==> src/design/tllc_pkg.sv <==
package tllc_pkg;

   localparam int L1_SETS_DEF = 64;
   localparam int L1_WAYS_DEF = 4;
   localparam int L2_SETS_DEF = 512;
   localparam int L2_WAYS_DEF = 8;

   localparam int ADDR_W     = 32;
   localparam int TAG_W      = 32;
   localparam int CSR_IDX_W  = 3;
   localparam int CSR_DATA_W = 8;
   localparam int LAT_W      = 8;
   localparam int STALL_W    = 10;
   localparam int LEVEL_W    = 2;
   localparam int COUNT_W    = 32;

   // register indexes
   localparam logic [CSR_IDX_W-1:0] REG_L1_OFFSET = 3'd0;
   localparam logic [CSR_IDX_W-1:0] REG_L1_INDEX  = 3'd1;
   localparam logic [CSR_IDX_W-1:0] REG_L2_OFFSET = 3'd2;
   localparam logic [CSR_IDX_W-1:0] REG_L2_INDEX  = 3'd3;
   localparam logic [CSR_IDX_W-1:0] REG_L1_LAT    = 3'd4;
   localparam logic [CSR_IDX_W-1:0] REG_L2_LAT    = 3'd5;
   localparam logic [CSR_IDX_W-1:0] REG_MEM_LAT   = 3'd6;

   // register reset values
   localparam logic [3:0]       L1_OFFSET_RST = 4'd2;
   localparam logic [2:0]       L1_INDEX_RST  = 3'd6;
   localparam logic [3:0]       L2_OFFSET_RST = 4'd2;
   localparam logic [3:0]       L2_INDEX_RST  = 4'd9;
   localparam logic [LAT_W-1:0] L1_LAT_RST    = 8'd1;
   localparam logic [LAT_W-1:0] L2_LAT_RST    = 8'd10;
   localparam logic [LAT_W-1:0] MEM_LAT_RST   = 8'd100;

   // hit level codes
   localparam logic [LEVEL_W-1:0] LEVEL_L1  = 2'd0;
   localparam logic [LEVEL_W-1:0] LEVEL_L2  = 2'd1;
   localparam logic [LEVEL_W-1:0] LEVEL_MEM = 2'd2;

   typedef enum logic [1:0] {
      ST_CLEAR,
      ST_IDLE,
      ST_LOOKUP
   } state_type;

   typedef struct packed {
      logic clear_en;
      logic accept;
      logic commit;
   } ctrl_cmd_type;

   typedef struct packed {
      logic clear_last;
      logic out_full;
   } ctrl_status_type;

   function automatic int min_one_clog2(input int n);
      return (n > 1) ? $clog2(n) : 1;
   endfunction

   function automatic int floor_log2(input int n);
      return $clog2(n + 1) - 1;
   endfunction

endpackage

==> src/design/tllc_ctrl.sv <==
module tllc_ctrl (
   input  logic                      clock,
   input  logic                      reset,
   input  logic                      req_valid,
   output logic                      req_ready,
   input  tllc_pkg::ctrl_status_type status,
   output tllc_pkg::ctrl_cmd_type    cmd
);

   tllc_pkg::state_type state_ff;
   tllc_pkg::state_type state_in;

   always_ff @(posedge clock) begin
      if (reset) begin
         state_ff <= tllc_pkg::ST_CLEAR;
      end else begin
         state_ff <= state_in;
      end
   end

   always_comb begin
      state_in = state_ff;
      unique case (state_ff)
         tllc_pkg::ST_CLEAR: begin
            if (status.clear_last) state_in = tllc_pkg::ST_IDLE;
         end
         tllc_pkg::ST_IDLE: begin
            if (req_valid) state_in = tllc_pkg::ST_LOOKUP;
         end
         tllc_pkg::ST_LOOKUP: begin
            if (!status.out_full) state_in = tllc_pkg::ST_IDLE;
         end
         default: state_in = tllc_pkg::ST_CLEAR;
      endcase
   end

   always_comb begin
      cmd       = '0;
      req_ready = 1'b0;
      unique case (state_ff)
         tllc_pkg::ST_CLEAR: begin
            cmd.clear_en = 1'b1;
         end
         tllc_pkg::ST_IDLE: begin
            req_ready  = 1'b1;
            cmd.accept = req_valid;
         end
         tllc_pkg::ST_LOOKUP: begin
            cmd.commit = !status.out_full;
         end
         default: begin
            cmd = '0;
         end
      endcase
   end

endmodule

==> config.mk <==
export PLATFORM = sky130hd
export DESIGN_NAME = tllc_ctrl
export DESIGN_NICKNAME = d
export VERILOG_FILES = /design/src/design/tllc_pkg.sv /design/src/design/tllc_ctrl.sv
export SDC_FILE = /design/constraint.sdc
export NUM_CORES = 1
export LEC_CHECK = 0
export BUFFER_PORTS_ARGS = -buffer_cell sky130_fd_sc_hd__buf_2
export CAP_MARGIN = 20
export CORE_AREA = 5 5 42 44
export CTS_BUF_LIST = sky130_fd_sc_hd__clkbuf_4
export DETAILED_ROUTE_END_ITERATION = 16
export DIE_AREA = 0 0 47 49
export PLACE_DENSITY = 0.36
export SETUP_SLACK_MARGIN = 0.1
export SYNTH_ARGS = -nofsm -noshare
export SYNTH_HDL_FRONTEND = slang
export SYNTH_SLANG_ARGS = --single-unit
==> constraint.sdc <==
create_clock -name clock -period 1.2 [get_ports clock]
set_input_delay 0.24 -clock clock [delete_from_list [all_inputs] [get_ports clock]]
set_output_delay 0.24 -clock clock [all_outputs]
set_load 0.02 [all_outputs]
**Yosys cells after proc, flatten, opt, wreduce, memory -nomap -nowiden**

Index checks and enable logic that the tools add are counted.
W data, S select, Z words.

- Register bits: 2
- Input bits: 5
- Output and inout port bits: 4
- Word-level logic and storage cells: 17

- Eq/ne operators: 5
- Multiplexer cells: 8
- Reductions and logical operators: 3

Operators by type and width:

| kind | number |
|---|---|
| $mux W2 | 3 |
| $ne A2 B2 Y1 const B | 3 |
| $pmux W2 S3 | 1 |
| $mux W1 | 4 |
| $reduce_and A3 Y1 | 1 |
| $eq A2 B1 Y1 const B | 1 |
| $eq A2 B2 Y1 const B | 1 |
| $logic_not A2 Y1 | 1 |
| $logic_not A1 Y1 | 1 |

**Longest topological paths before layout**

- Depth after elaboration: 3
- Gate-level depth with buffers: 2
- Gate-level depth less buffers: 2

**Worst setup path after synthesis**

No wires, ideal clock.

- Path kind: reg2out
- Start: reg state_ff[1]
- End: out cmd[0] (netlist bit)
- Data arrival time: 0.920 ns
- Data required time: 0.960 ns
- Setup slack: 0.040 ns
- Cell stages (with the launch flop): 2
- Path buffers: 0
- Path through: dfxtp_1 > nor3b_1

RTL lines:

| item | RTL line | source |
|---|---|---|
| start, declared | tllc_ctrl.sv:10 | `tllc_pkg::state_type state_ff;` |
| start signal, assigned | tllc_ctrl.sv:15 | `state_ff <= tllc_pkg::ST_CLEAR;` |
| start signal, assigned | tllc_ctrl.sv:17 | `state_ff <= state_in;` |
| end, declared | tllc_ctrl.sv:7 | `output tllc_pkg::ctrl_cmd_type cmd` |

==> impl_metrics.py <==
metrics = {
    "sta": {
        "worst_pin_slew_ns": 0.242,
        "slew_violations": 0,
        "finalCriticalPeriod_ns": 1.18,
        "fin_crit_sh": 0.985,
        "tns_ns": 0,
        "fin_hold_ws_ns": 0.219,
        "setup_viol": 0,
        "hold_viol": 0,
        "timing.fmax_mhz": 846,
        "fin_worst_skew_ns": 0.000865,
        "rsz0062_at_grt": "yes",
        "postLayoutSetupSlackWorst_ns": 0.0178,
        "maxSlewHeadroom": 0.837,
    },
    "die": {
        "core_area_um2": 1400,
        "placementRows": 14,
        "boundaryPins": 9,
        "dieWidth_um": 47,
        "dieArea_um2": 2300,
        "dieHeight_um": 49,
        "start_util": 0.0857,
    },
    "layout": {
        "largest_reg_flops": 2,
        "layout-drive-gt1-share": 0.826,
        "largest_register": "state_ff",
        "fin_area_um2": 243,
        "top_regs": "state_ff: 2 flops",
        "nNetsFinal": 30,
        "post-route-util": 0.173,
        "nFillCells": 160,
        "area_growth_pct": 102,
        "mostFrequentLayoutCells": "buf_2 (4), clkbuf_4 (3), buf_6 (3)",
        "fin_cells": 39,
        "diodes": 0,
        "layout_commonest_cell": "buf_2",
    },
    "logic_synthesis": {
        "ys_types": 9,
        "syn-num-nets": 17,
        "synth_top_area_frac": 0.333,
        "synth_warnings": 0,
        "synth_area_um2": 120,
        "yosys.area.top_type": "dfxtp_1",
        "ys_ff_latch": 2,
        "synth_seq_area_share": 0.333,
        "synth.area.top_cells": "dfxtp_1 (33%), and3b_2 (17%), o21ba_2 (8.3%)",
        "syn_avg_cell_area_um2": 10.0,
        "synthCells": 12,
    },
    "drt": {
        "via_per_inst": 3.33,
        "routed_wl_um": 348,
        "drt_iter0_drc": 3,
        "vias": 130,
        "drc_errors": 0,
        "postRouteAntennaNets": 0,
        "first_pass_iters": 2,
        "routedWlPerCell_um": 8.92,
    },
    "place": {
        "post-place-ws_ns": 0.154,
        "io_buffers": 8,
        "gp_congestion": 0.618,
        "dp.cells": 36,
        "placed_area_um2": 185,
    },
    "clock_network": {
        "cts_max_level": 1,
        "cts_buffers": 3,
        "postCtsSetupBuffers": 0,
        "postCtsHoldBufs": 0,
        "clkTransAtPathRegs_ns": 0.03,
        "clk_path_buf_depth": 2,
        "clock-sinks": 2,
        "clk_latency_ns": 0.22,
        "cts_root_buf": "clkbuf_4",
        "cts_tree": "yes",
    },
    "global_route": {
        "antenna_found_initial": 0,
        "grt_max_degree": 9,
        "grt_pass1_vias": 151,
        "grt_first_pass_wirelength_um": 607,
        "grt_overflow": 0,
        "grt.total_usage": 0.0401,
    },
    "critical_path": {
        "critPathLaunchType": "flip-flop",
        "reg2reg_from": "state_ff[1]",
        "cp.required_ns": 0.96,
        "crit_end": "cmd[1]",
        "critical_path_class": "flip-flop to output pin",
        "worst-path-max-fanout": 8,
        "worstPathArrival_ns": 0.94,
        "cp-startpoint": "state_ff[1]",
        "reg2reg_depth": 2,
        "worst_r2r_endpoint": "state_ff[0]",
        "reg2reg_slack_ns": 0.14,
        "end_kind": "output pin",
    },
    "hold_path": {
        "min_path_type": "input port to flip-flop",
    },
    "outcome": {
        "outcome": "complete, no violations",
    },
    "pwr": {
        "p_total_uw": 298,
        "powerDensity_nw_per_um2": 1230,
        "p_leak_nw": 0.106,
        "ir_worst_vdd_mv": 0.624,
    },
    "flow_run": {
        "cap_violations": 0,
    },
}
[synthesized netlist by cell type, drive strengths merged]
| library cell | instances |
|---|---|
| and2 | 1 |
| nor2 | 2 |
| and3b | 2 |
| o41ai | 1 |
| o21ba | 1 |
| dfxtp | 2 |
| or4b | 1 |
| nor3b | 1 |
| and2b | 1 |
[layer usage]
layer  vias to the layer above  wire length [um]  track usage
met1                        52               179       0.0546
met4                         0                 0       0.0415
met2                         9               102       0.0271
met5                         -                 0            0
li1                         69                 -            -
met3                         0                66       0.0406
[worst min-delay path by stage]
stage	from	endpoint	cells after the start
final	reset	state_ff[0]	2
after global routing	reset	state_ff[0]	2
after CTS	reset	state_ff[0]	2
after detailed placement	reset	state_ff[0]	2
after global placement	reset	state_ff[0]	2
after floorplan	reset	state_ff[0]	1
[critical path: stages (launching register included)]
cell and delay [ns]:
dfxtp_4 0.35, and3b_2 0.25, buf_6 0.12
[logic make-up (layout without fill, tap and decap cells)]
kind of cell / after synthesis / after routing / share of synthesized area
and+or+nand+nor: 8 / 8 / 0.511
DFF: 2 / 2 / 0.333
buffers and inverters: 0 / 11 / 0
AOI/OAI and AO/OA: 2 / 2 / 0.156
[cell type report]
class | instances | area, um2 | share of cell area
multi-input cells | 10 | 91.3 | 0.376
clock buffers | 3 | 22.5 | 0.0928
well taps | 16 | 20.0 | 0.0825
repair buffers | 8 | 61.3 | 0.253
flip-flops and latches | 2 | 47.5 | 0.196
[timing repair]
item / CTS / global route
pin swaps: 0 / 1
endpoints found under the setup margin: 4 / 5
gates resized for setup: 8 / 4
[report_power, final]
| group | switching [mW] | leakage, nW | internal, mW | total, mW |
|---|---|---|---|---|
| registers | 0.0102 | 0.0178 | 0.0724 | 0.0826 |
| logic | 0.0310 | 0.0746 | 0.0383 | 0.0693 |
| clock network | 0.0360 | 0.0138 | 0.110 | 0.146 |
(Power assumes the default switching activity.)
